<file path="src/rtl/jcfr_pkg.sv">
// jcfr_pkg: sizes, codes and item types shared by the frame reassembler files
// standalone, no dependencies
`default_nettype none

package jcfr_pkg;

    localparam int FRAME_CHUNKS  = 512;
    localparam int RING_SLOTS    = 4;
    localparam int PAYLOAD_BYTES = 1020;
    localparam int HDR_BYTES     = 4;

    localparam int CHUNK_W  = $clog2(FRAME_CHUNKS);
    localparam int SLOT_W   = $clog2(RING_SLOTS);
    localparam int OFF_W    = $clog2(PAYLOAD_BYTES);
    localparam int POS_W    = $clog2(HDR_BYTES + PAYLOAD_BYTES);
    localparam int TAIL_W   = $clog2(PAYLOAD_BYTES + 1);
    localparam int COUNT_W  = $clog2(FRAME_CHUNKS + 1);
    localparam int FBYTES_W = 19;
    localparam int HCHUNK_W = 15;

    localparam int LAST_POS = HDR_BYTES + PAYLOAD_BYTES - 1;

    localparam logic [7:0] BYTE_FF = 8'hff;
    localparam logic [7:0] BYTE_D9 = 8'hd9;

    typedef enum logic [1:0] {
        MODE_HEADER   = 2'd0,
        MODE_WRITE    = 2'd1,
        MODE_SKIP     = 2'd2,
        MODE_OVERLONG = 2'd3
    } t_mode;

    typedef enum logic [2:0] {
        ST_STORED    = 3'd0,
        ST_DONE      = 3'd1,
        ST_DONE_FULL = 3'd2,
        ST_MISSING   = 3'd3,
        ST_RANGE     = 3'd4,
        ST_BAD_LEN   = 3'd5,
        ST_IGNORED   = 3'd6
    } t_status;

    typedef struct packed {
        logic [7:0]        data_byte;
        logic              last_byte;
        logic [SLOT_W-1:0] reader_slot;
    } t_item;

    typedef struct packed {
        logic                write_valid;
        logic [SLOT_W-1:0]   write_slot;
        logic [CHUNK_W-1:0]  write_chunk;
        logic [OFF_W-1:0]    write_offset;
        logic [7:0]          write_data;
        logic                status_valid;
        t_status             status;
        logic [SLOT_W-1:0]   frame_slot;
        logic [FBYTES_W-1:0] frame_bytes;
    } t_result;

endpackage

`default_nettype wire

</file>
<file path="src/rtl/jcfr_ram.sv">
// jcfr_ram: generic simple dual-port ram, one write port, one registered read port
// standalone, no dependencies
`default_nettype none

module jcfr_ram #(
    parameter int WIDTH = 1,
    parameter int DEPTH = 512
) (
    input  wire                     i_clk,
    input  wire                     i_we,
    input  wire [$clog2(DEPTH)-1:0] i_waddr,
    input  wire [WIDTH-1:0]         i_wdata,
    input  wire [$clog2(DEPTH)-1:0] i_raddr,
    output logic [WIDTH-1:0]        o_rdata
);

    logic [WIDTH-1:0] r_mem [DEPTH];
    logic [WIDTH-1:0] r_rdata;

    always_ff @(posedge i_clk) begin
        if (i_we) begin
            r_mem[i_waddr] <= i_wdata;
        end
        r_rdata <= r_mem[i_raddr];
    end

    assign o_rdata = r_rdata;

endmodule

`default_nettype wire

</file>
<file path="src/rtl/jcfr_core.sv">
// jcfr_core: datagram parser and frame state, one byte per step, chunk bitmap in ram
// depends on jcfr_pkg and jcfr_ram
`default_nettype none

module jcfr_core
    import jcfr_pkg::*;
(
    input  wire     i_clk,
    input  wire     i_rst_n,
    input  wire     i_step,
    input  t_item   i_item,
    output t_result o_result
);

    logic                r_in_frame,   n_in_frame;
    logic [COUNT_W-1:0]  r_count,      n_count;
    logic [POS_W-1:0]    r_pos,        n_pos;
    logic [7:0]          r_hh,         n_hh;
    logic [7:0]          r_hl,         n_hl;
    t_mode               r_mode,       n_mode;
    logic [SLOT_W-1:0]   r_slot,       n_slot;
    logic                r_prev_ff,    n_prev_ff;
    logic                r_found,      n_found;
    logic [TAIL_W-1:0]   r_tail,       n_tail;
    logic                r_sweep,      n_sweep;
    logic [CHUNK_W-1:0]  r_sweep_addr, n_sweep_addr;

    logic                seen;
    logic                seen_we;
    logic                ram_we;
    logic [CHUNK_W-1:0]  ram_waddr;
    logic                ram_wdata;
    logic                frame_start;
    t_result             res;

    // bitmap read runs every cycle at the current header chunk; the header
    // is stable for the whole payload, so the data is fresh by the last byte
    jcfr_ram #(
        .WIDTH (1),
        .DEPTH (FRAME_CHUNKS)
    ) u_seen_ram (
        .i_clk   (i_clk),
        .i_we    (ram_we),
        .i_waddr (ram_waddr),
        .i_wdata (ram_wdata),
        .i_raddr (CHUNK_W'({r_hh[6:0], r_hl})),
        .o_rdata (seen)
    );

    // clearing sweep after a frame opens; entry 0 is written as seen
    always_comb begin
        if (r_sweep) begin
            ram_we    = 1'b1;
            ram_waddr = r_sweep_addr;
            ram_wdata = (r_sweep_addr == '0);
        end else begin
            ram_we    = seen_we;
            ram_waddr = CHUNK_W'({n_hh[6:0], n_hl});
            ram_wdata = 1'b1;
        end
        n_sweep      = r_sweep;
        n_sweep_addr = r_sweep_addr;
        if (r_sweep) begin
            n_sweep_addr = r_sweep_addr + 1'b1;
            if (r_sweep_addr == CHUNK_W'(FRAME_CHUNKS - 1)) begin
                n_sweep = 1'b0;
            end
        end
        if (frame_start) begin
            n_sweep      = 1'b1;
            n_sweep_addr = '0;
        end
    end

    always_comb begin
        logic [HCHUNK_W-1:0] hchunk;
        logic [CHUNK_W-1:0]  ch;
        logic [OFF_W-1:0]    off;
        logic                hdr_zero;
        logic [COUNT_W-1:0]  cnt;
        logic [SLOT_W-1:0]   adv;

        n_in_frame  = r_in_frame;
        n_count     = r_count;
        n_pos       = r_pos;
        n_hh        = r_hh;
        n_hl        = r_hl;
        n_mode      = r_mode;
        n_slot      = r_slot;
        n_prev_ff   = r_prev_ff;
        n_found     = r_found;
        n_tail      = r_tail;
        seen_we     = 1'b0;
        frame_start = 1'b0;
        res         = '0;
        hchunk      = '0;
        ch          = '0;
        off         = '0;
        hdr_zero    = 1'b0;
        cnt         = '0;
        adv         = '0;

        if (i_step) begin
            // header capture and payload scan
            if (r_mode != MODE_OVERLONG) begin
                if (r_pos < POS_W'(HDR_BYTES)) begin
                    if (r_pos == POS_W'(2)) begin
                        n_hh = i_item.data_byte;
                    end
                    if (r_pos == POS_W'(3)) begin
                        n_hl   = i_item.data_byte;
                        hchunk = {r_hh[6:0], i_item.data_byte};
                        if (r_hh == 8'h00 && i_item.data_byte == 8'h00) begin
                            n_mode = r_in_frame ? MODE_SKIP : MODE_WRITE;
                        end else if (r_in_frame && hchunk < HCHUNK_W'(FRAME_CHUNKS)) begin
                            n_mode = MODE_WRITE;
                        end else begin
                            n_mode = MODE_SKIP;
                        end
                    end
                end else begin
                    off = OFF_W'(r_pos - POS_W'(HDR_BYTES));
                    if (r_mode == MODE_WRITE) begin
                        res.write_valid  = 1'b1;
                        res.write_slot   = r_slot;
                        res.write_chunk  = CHUNK_W'({r_hh[6:0], r_hl});
                        res.write_offset = off;
                        res.write_data   = i_item.data_byte;
                    end
                    if (r_prev_ff && i_item.data_byte == BYTE_D9 && !r_found) begin
                        n_found = 1'b1;
                        n_tail  = TAIL_W'(off) + 1'b1;
                    end
                    n_prev_ff = (i_item.data_byte == BYTE_FF);
                end
            end

            if (!i_item.last_byte) begin
                if (r_mode != MODE_OVERLONG) begin
                    if (r_pos >= POS_W'(LAST_POS)) begin
                        n_mode = MODE_OVERLONG;
                    end else begin
                        n_pos = r_pos + 1'b1;
                    end
                end
            end else begin
                res.status_valid = 1'b1;
                hchunk   = {n_hh[6:0], n_hl};
                ch       = CHUNK_W'(hchunk);
                hdr_zero = (n_hh == 8'h00) && (n_hl == 8'h00);
                if (r_mode == MODE_OVERLONG || r_pos != POS_W'(LAST_POS)) begin
                    res.status = ST_BAD_LEN;
                end else if (hdr_zero) begin
                    if (!r_in_frame) begin
                        n_in_frame  = 1'b1;
                        n_count     = COUNT_W'(1);
                        frame_start = 1'b1;
                        res.status  = ST_STORED;
                    end else begin
                        res.status = ST_IGNORED;
                    end
                end else if (!r_in_frame) begin
                    res.status = ST_IGNORED;
                end else if (hchunk >= HCHUNK_W'(FRAME_CHUNKS)) begin
                    n_in_frame = 1'b0;
                    res.status = ST_RANGE;
                end else begin
                    cnt     = r_count + COUNT_W'(!seen);
                    n_count = cnt;
                    seen_we = !seen;
                    if (n_hh[7]) begin
                        n_in_frame = 1'b0;
                        if (cnt == COUNT_W'(ch) + 1'b1) begin
                            adv = (r_slot == SLOT_W'(RING_SLOTS - 1)) ? '0 : r_slot + 1'b1;
                            n_slot          = adv;
                            res.frame_slot  = r_slot;
                            res.frame_bytes = FBYTES_W'(ch) * FBYTES_W'(PAYLOAD_BYTES)
                                            + FBYTES_W'(n_tail);
                            res.status      = (adv == i_item.reader_slot) ? ST_DONE_FULL
                                                                          : ST_DONE;
                        end else begin
                            res.status = ST_MISSING;
                        end
                    end else begin
                        res.status = ST_STORED;
                    end
                end
                n_pos     = '0;
                n_mode    = MODE_HEADER;
                n_prev_ff = 1'b0;
                n_found   = 1'b0;
                n_tail    = TAIL_W'(PAYLOAD_BYTES);
            end
        end
    end

    always_ff @(posedge i_clk) begin
        if (!i_rst_n) begin
            r_in_frame   <= 1'b0;
            r_count      <= '0;
            r_pos        <= '0;
            r_hh         <= '0;
            r_hl         <= '0;
            r_mode       <= MODE_HEADER;
            r_slot       <= '0;
            r_prev_ff    <= 1'b0;
            r_found      <= 1'b0;
            r_tail       <= TAIL_W'(PAYLOAD_BYTES);
            r_sweep      <= 1'b0;
            r_sweep_addr <= '0;
        end else begin
            r_in_frame   <= n_in_frame;
            r_count      <= n_count;
            r_pos        <= n_pos;
            r_hh         <= n_hh;
            r_hl         <= n_hl;
            r_mode       <= n_mode;
            r_slot       <= n_slot;
            r_prev_ff    <= n_prev_ff;
            r_found      <= n_found;
            r_tail       <= n_tail;
            r_sweep      <= n_sweep;
            r_sweep_addr <= n_sweep_addr;
        end
    end

    assign o_result = res;

endmodule

`default_nettype wire

</file>
<file path="src/rtl/jpeg_chunk_frame_reassembler.sv">
// jpeg_chunk_frame_reassembler: top level, input register, byte core, result register
// depends on jcfr_pkg and jcfr_core
`default_nettype none

// Takes one datagram byte per item and gives one result item per byte, at a
// sustained rate of one item per clock cycle while the result channel is not
// stalled; an item passes through the input register and then the result
// register before its result is offered on the result ports. While a result
// waits under stall the input register takes one more item and then the input
// stalls until the result moves on. Each datagram is a 4-byte header then a
// payload; payload bytes of an open frame come out as ring writes at (slot,
// chunk, offset), and the last byte of each datagram carries a status. The
// received-chunk bitmap sits in a 512-entry ram; when a frame opens, a clearing
// sweep over every entry runs in the background, which always ends before the
// next full-length datagram can look at the bitmap, so the input is never held
// for it.

module jpeg_chunk_frame_reassembler
    import jcfr_pkg::*;
(
    input  wire                  i_clk,
    input  wire                  i_rst_n,
    // input channel
    input  wire                  i_in_valid,
    output logic                 o_in_stall,
    input  wire  [7:0]           i_data_byte,
    input  wire                  i_last_byte,
    input  wire  [SLOT_W-1:0]    i_reader_slot,
    // result channel
    output logic                 o_out_valid,
    input  wire                  i_out_stall,
    output logic                 o_write_valid,
    output logic [SLOT_W-1:0]    o_write_slot,
    output logic [CHUNK_W-1:0]   o_write_chunk,
    output logic [OFF_W-1:0]     o_write_offset,
    output logic [7:0]           o_write_data,
    output logic                 o_status_valid,
    output logic [2:0]           o_status,
    output logic [SLOT_W-1:0]    o_frame_slot,
    output logic [FBYTES_W-1:0]  o_frame_bytes
);

    logic    r_in_valid;
    t_item   r_in;
    logic    r_out_valid;
    t_result r_out;
    t_result result;
    logic    advance;
    logic    in_accept;

    // the held item moves on when the result register is empty or being taken
    assign advance    = r_in_valid && (!r_out_valid || !i_out_stall);
    assign o_in_stall = r_in_valid && !advance;
    assign in_accept  = i_in_valid && !o_in_stall;

    always_ff @(posedge i_clk) begin
        if (!i_rst_n) begin
            r_in_valid <= 1'b0;
        end else if (in_accept) begin
            r_in_valid <= 1'b1;
        end else if (advance) begin
            r_in_valid <= 1'b0;
        end
    end

    always_ff @(posedge i_clk) begin
        if (in_accept) begin
            r_in <= '{data_byte: i_data_byte, last_byte: i_last_byte,
                      reader_slot: i_reader_slot};
        end
    end

    // all per-byte work and frame state
    jcfr_core u_core (
        .i_clk    (i_clk),
        .i_rst_n  (i_rst_n),
        .i_step   (advance),
        .i_item   (r_in),
        .o_result (result)
    );

    always_ff @(posedge i_clk) begin
        if (!i_rst_n) begin
            r_out_valid <= 1'b0;
        end else if (advance) begin
            r_out_valid <= 1'b1;
        end else if (!i_out_stall) begin
            r_out_valid <= 1'b0;
        end
    end

    always_ff @(posedge i_clk) begin
        if (advance) begin
            r_out <= result;
        end
    end

    assign o_out_valid    = r_out_valid;
    assign o_write_valid  = r_out.write_valid;
    assign o_write_slot   = r_out.write_slot;
    assign o_write_chunk  = r_out.write_chunk;
    assign o_write_offset = r_out.write_offset;
    assign o_write_data   = r_out.write_data;
    assign o_status_valid = r_out.status_valid;
    assign o_status       = r_out.status;
    assign o_frame_slot   = r_out.frame_slot;
    assign o_frame_bytes  = r_out.frame_bytes;

endmodule

`default_nettype wire

</file>
<file path="config.mk">
export PLATFORM = sky130hd
export DESIGN_NAME = jpeg_chunk_frame_reassembler
export DESIGN_NICKNAME = d
export VERILOG_FILES = /design/src/rtl/jcfr_pkg.sv /design/src/rtl/jcfr_ram.sv /design/src/rtl/jcfr_core.sv /design/src/rtl/jpeg_chunk_frame_reassembler.sv
export SDC_FILE = /design/constraint.sdc
export NUM_CORES = 1
export LEC_CHECK = 0
export ABC_AREA = 1
export BUFFER_PORTS_ARGS = -buffer_cell sky130_fd_sc_hd__buf_4
export CORE_MARGIN = 4
export CORE_UTILIZATION = 46
export DETAILED_ROUTE_END_ITERATION = 7
export HOLD_SLACK_MARGIN = 0.08
export SYNTH_ARGS = -nofsm -noshare
export SYNTH_HDL_FRONTEND = slang
export SYNTH_SLANG_ARGS = --single-unit
</file>
<file path="constraint.sdc">
create_clock -name i_clk -period 26.6 [get_ports i_clk]
set_input_delay 3.99 -clock i_clk [delete_from_list [all_inputs] [get_ports i_clk]]
set_output_delay 3.99 -clock i_clk [all_outputs]
set_load 0.005 [all_outputs]
</file>
# --- Word level (Yosys, flattened, before mapping) ---
# Memory sizes are Yosys's and may differ from the RTL's. A register that Yosys moved wholly into a read port is not among the register bits.
# Cells that the tools add are included.
# Widths: inputs -> output; s select.
word_totals:
  ff_bits: 131
  ram_bits: 512
  inputBits: 15
  latchBits: 0
  elab_cells: 187
  mem_bits_ro: 0
  n_memories: 1
classes:
  n_addsub: 8
  shifts: 0
  mux: 82
  n_reduce_logical: 36
  multipliers: 1
  div_mod_pow: 0
  magnitude_cmp: 4
  n_eq_ne: 17
  bitwise_logic: 10
mem_list:
  columns: ["memory", "depth", "word_bits", "read_ports", "rd_ports_with_merged_regs", "write_ports", "line", "rtl"]
  rows:
  - ["u_core.u_seen_ram.r_mem", 512, 1, 1, 1, 1, "jcfr_ram.sv:17", "logic [WIDTH-1:0] r_mem [DEPTH];"]
op_table:
  columns: ["op", "count"]
  rows:
  - ["$mux 21", 6]
  - ["$mux 10", 12]
  - ["$mux 8", 9]
  - ["$mux 1", 34]
  - ["$logic_not 8->1", 4]
  - ["$mux 30", 1]
  - ["$mux 25", 1]
  - ["$mux 2", 11]
  - ["$mux 3", 7]
  - ["$add 10x1->10 const B", 2]
  - ["$eq 10x2->1 const B", 2]
  - ["$add 19x10->19", 1]
  - ["$mul 9x8->17 const B", 1]
  - ["$eq 8x8->1 const B", 2]
  - ["$ge 15x10->1 const B", 1]
  - ["$lt 15x10->1 const B", 1]
  - ["$add 10x1->10", 1]
  - ["$add 9x1->10 const B", 1]
  - ["$eq 10x10->1", 1]
  - ["$ge 10x10->1 const B", 1]
  - ["$lt 10x3->1 const B", 1]
  - ["$ne 10x10->1 const B", 1]
  - ["$not 1->1", 10]
  - ["$sub 10x3->10 const B", 1]
  - ["other kinds (21)", 46]

# --- Longest topological paths before layout ---
depth:
  word_depth: 15
  mapped_depth: 33
  ltp_nobuf: 32

# --- Cells and area by module ---
# A second synthesis with hierarchy kept.
unflattened:
  cells_unflattened: 3502
  area_unflattened_um2: 32289.7
modules_own_cells:
  columns: ["mod", "instances", "seq_area_each_um2", "cells_each", "area_each_um2"]
  rows:
  - ["jcfr_ram", 1, 15394.8, 2354, 23252.3]
  - ["jcfr_core", 1, 1261.2, 1069, 6960.4]
  - ["jpeg_chunk_frame_reassembler", 1, 2021.9, 79, 2077.0]

# --- Worst setup path before layout ---
# Ideal clock, no wire load.
synth_timing:
  kind: "flip-flop to flip-flop"
  startpoint: "register u_core.r_sweep_addr[4]"
  endpoint: "memory u_core.u_seen_ram.r_mem[0] (data pin)"
  required_ns: 22.433
  setup_ns: 4.167
  path_buffers: 0
  period_less_slack_ns: 24.611
  stages_incl_launch_ff: 4
  setup_slack_ns: 1.989
  arrival_ns: 20.444
  cell_sequence: "dfxtp_1 nor4_1 nand3_1 o21ai_0"
synth_between:
  elab_chain_cells: 2
synth_lines:
  columns: ["element", "line", "rtl"]
  rows:
  - ["start: declaration", "jcfr_core.sv:26", "logic [CHUNK_W-1:0] r_sweep_addr, n_sweep_addr;"]
  - ["start signal: assignment", "jcfr_core.sv:223", "r_sweep_addr <= n_sweep_addr;"]
  - ["$logic_not 9->1", "jcfr_core.sv:55", "ram_wdata = (r_sweep_addr == '0);"]
  - ["$mux 1", "jcfr_core.sv:52", "if (r_sweep) begin"]
  - ["named net u_core.ram_wdata", "jcfr_core.sv:32", "logic ram_wdata;"]
  - ["end: declaration", "jcfr_ram.sv:17", null]
# The timed path passes the listed nets, and every way through them passes these cells.

# --- Worst setup path in the final report ---
layout_timing:
  startpoint: "input port i_out_stall"
  endpoint: "output port o_in_stall"
layout_between:
  elab_chain_cells: 5
layout_lines:
  columns: ["element", "line", "rtl"]
  rows:
  - ["start: declaration", "jpeg_chunk_frame_reassembler.sv:31", "input wire i_out_stall,"]
  - ["$logic_not 1->1", null, null]
  - ["$logic_or 1x1->1", "jpeg_chunk_frame_reassembler.sv:52", "assign advance = r_in_valid && (!r_out_valid || !i_out_stall);"]
  - ["$logic_and 1x1->1", "jpeg_chunk_frame_reassembler.sv:52", null]
  - ["$logic_not 1->1", "jpeg_chunk_frame_reassembler.sv:53", "assign o_in_stall = r_in_valid && !advance;"]
  - ["$logic_and 1x1->1", "jpeg_chunk_frame_reassembler.sv:53", null]
  - ["end: declaration", "jpeg_chunk_frame_reassembler.sv:25", "output logic o_in_stall,"]
# No other way between the ends.

==> metrics.txt <==
Post-synth EDFFs 578; CTS tree done; clock latency on the worst-skew pair 630 ps; vias in the first global route 22950; Tcrit/Tclk final 0.3156; postcts setup bufs 0; commonest non-fill, non-tap cells in the layout nor2_1 (950), edfxtp_1 (578), o21ai_0 (342); initial antenna violation count 1; antenna cell count 0; Syn Std Cell Area 0.03149 sq mm; most common cell after layout, fill and taps aside nor2_1; Max Clock Skew 25.20 ps; design area 0.03477 sq mm; Worst Path Arrival 4410 ps; Max VDD drop 0.00005593 V; Final Hold Vio Count 0; Avg Inst Size Synth 9.562 sq um; Critical Path RT 22610 ps; initial drt markers 2422; Overflow after GRT 0; residual DRC count 0; routed via count 23720; Final Instance Count excl. Fillers 4184; hpwl dp 47910 microns; I/O Buffers 71; Max Cap Violations 0; Leak 0.01219 uW; Starting Density 0.4664; Post-Place Cells 4051; # rows 95; Setup crit start kind input port; Area Overhead vs Synth 10.42%; Die H 269.6 microns; PostCTS Resize Cnt 0; final max-slew violation count 0; library cells used by synthesis 49; maximum clock rate 119.1 MHz; CTS H-tree lvls 3; I/O pin cnt 72; drt total wl 83960 microns; crit path kind input port to output pin; Clock Root Buffer clkbuf_16; Worst-Margin Slew 1208 ps; post-synthesis register bit count 644; Syn Nets 3409; layout cells sized above 1 0.07702; die area 0.07270 sq mm; ys flop type edfxtp_1; Overall Global Routing Usage 0.2254; Sink Count 644; largest net degree at the start of global routing 261; Yosys warning count 0; power density over cell area 67.90 mW/mm^2; crit path capture type output pin; vias per cell 5.669; Post-Place Cell Area 0.03249 sq mm; number of nets in the final layout 3369; Inserted Clock Buffers 73; WL/cell 20.07 microns; cell count after synthesis 3293; ys async rst share 0; chip width 269.6 microns; unrepaired setup endpoints after global routing no; first drt pass iteration count 6; hold buffer count at cts 0; total power 2361 uW; Tmin final 8396 ps; Setup TNS Final 0 ps; CP max FO 3; worst min path class flip-flop to flip-flop; Max Root-Sink Buffers 3; Seq/Total Area, Yosys 0.5932; Hold WS 462.2 ps; status finished clean; clock slew at reported path FFs 60 ps; Placeable Area 0.06751 sq mm; Final ANT Viol Nets 0; Max transition margin 0.1920; routability cong. 0.8488; first-pass GRT wire length 130900 microns; Final Setup Violations 0
[metal layers]
layer | global-route usage | part of all wire | vias up
met1 | 0.3104 | 0.43 | 11670
met3 | 0.03307 | 0.070 | 132
met2 | 0.3765 | 0.47 | 829
met5 | 0 | 0 | -
li1 | - | - | 11090
met4 | 0.06126 | 0.027 | 0
[flip-flops by register name, indices dropped and copies added (netlist names), 2 cells and up]
register / cells
o_frame_bytes: 19
o_frame_slot: 2
o_status: 3
o_write_chunk: 9
o_write_data: 8
o_write_offset: 10
o_write_slot: 2
r_in: 11
u_core.r_count: 10
u_core.r_hh: 8
u_core.r_hl: 8
u_core.r_mode: 2
u_core.r_pos: 10
u_core.r_slot: 2
u_core.r_sweep_addr: 9
u_core.r_tail: 10
u_core.u_seen_ram.r_mem: 512
[kinds of logic (layout without fill, tap and decap cells)]
group,count (synthesis),in the layout,share of synthesized area
xor+xnor,41,41,0.01140
buf+inv,425,443,0.05352
flops,644,644,0.5932
simple gates,1485,1485,0.1887
fa+ha+maj,101,101,0.04872
compound gates,597,597,0.1044
[worst max-delay path, stage by stage]
cell and delay (ps):
buf_4 80, nand2_1 80, nor2_1 130, buf_4 130
[power by group]
group	switching, uW	internal (uW)
clock	406	554
combinational	200	98.6
sequential	7.17	1090
[cell type report]
class                   count  area [sq um]
fillers                  6123         32750
flip-flops and latches    644         18690
multi-input cells        2224         11170
clock buffers              94          1968
well taps                 873          1092
inverters                 214         809.5
repair buffers             96         733.2
clock inverters            39         309.0
[worst paths after layout]
path	endpoint	start	slack [ps]	depth (start not counted)
max	o_in_stall	i_out_stall	18200	4
min	u_core.r_tail[1]	u_core.r_tail[1]	460	2
max reg2reg	o_frame_bytes[17]	u_core.r_hl[5]	19350	21
min reg2reg	u_core.r_tail[1]	u_core.r_tail[1]	460	2
[through the flow]
step / setup WS, ps / util
after floorplan: 1989 / -
after global placement: 18160 / 0.4813
after detailed placement: 18200 / 0.4813
after CTS: 18200 / 0.5150
after global routing: 18150 / 0.5150
final: 18200 / 0.5150
[cells in the mapped netlist (5+ instances only)]
library cell,n,share of area
clkbuf_1,138,0.016
nor3_1,18,0.0029
edfxtp_1,578,0.55
nand2_1,347,0.041
xnor2_1,11,0.0031
dfxtp_1,66,0.042
nor2_2,8,0.0016
xor2_1,30,0.0083
o211ai_1,6,0.0014
nand4_1,19,0.0038
nand2_2,7,0.0014
o21ai_1,9,0.0014
nand3_2,5,0.0016
o22ai_1,150,0.030
ha_1,65,0.026
a211oi_1,9,0.0021
inv_1,207,0.025
nor4_1,8,0.0016
nand3_1,107,0.017
nor2_1,951,0.11
a21oi_1,60,0.0095
fa_1,36,0.023
o21ai_0,343,0.055
or2_2,5,0.00099
buf_2,69,0.011
(Power assumes the default switching activity.)
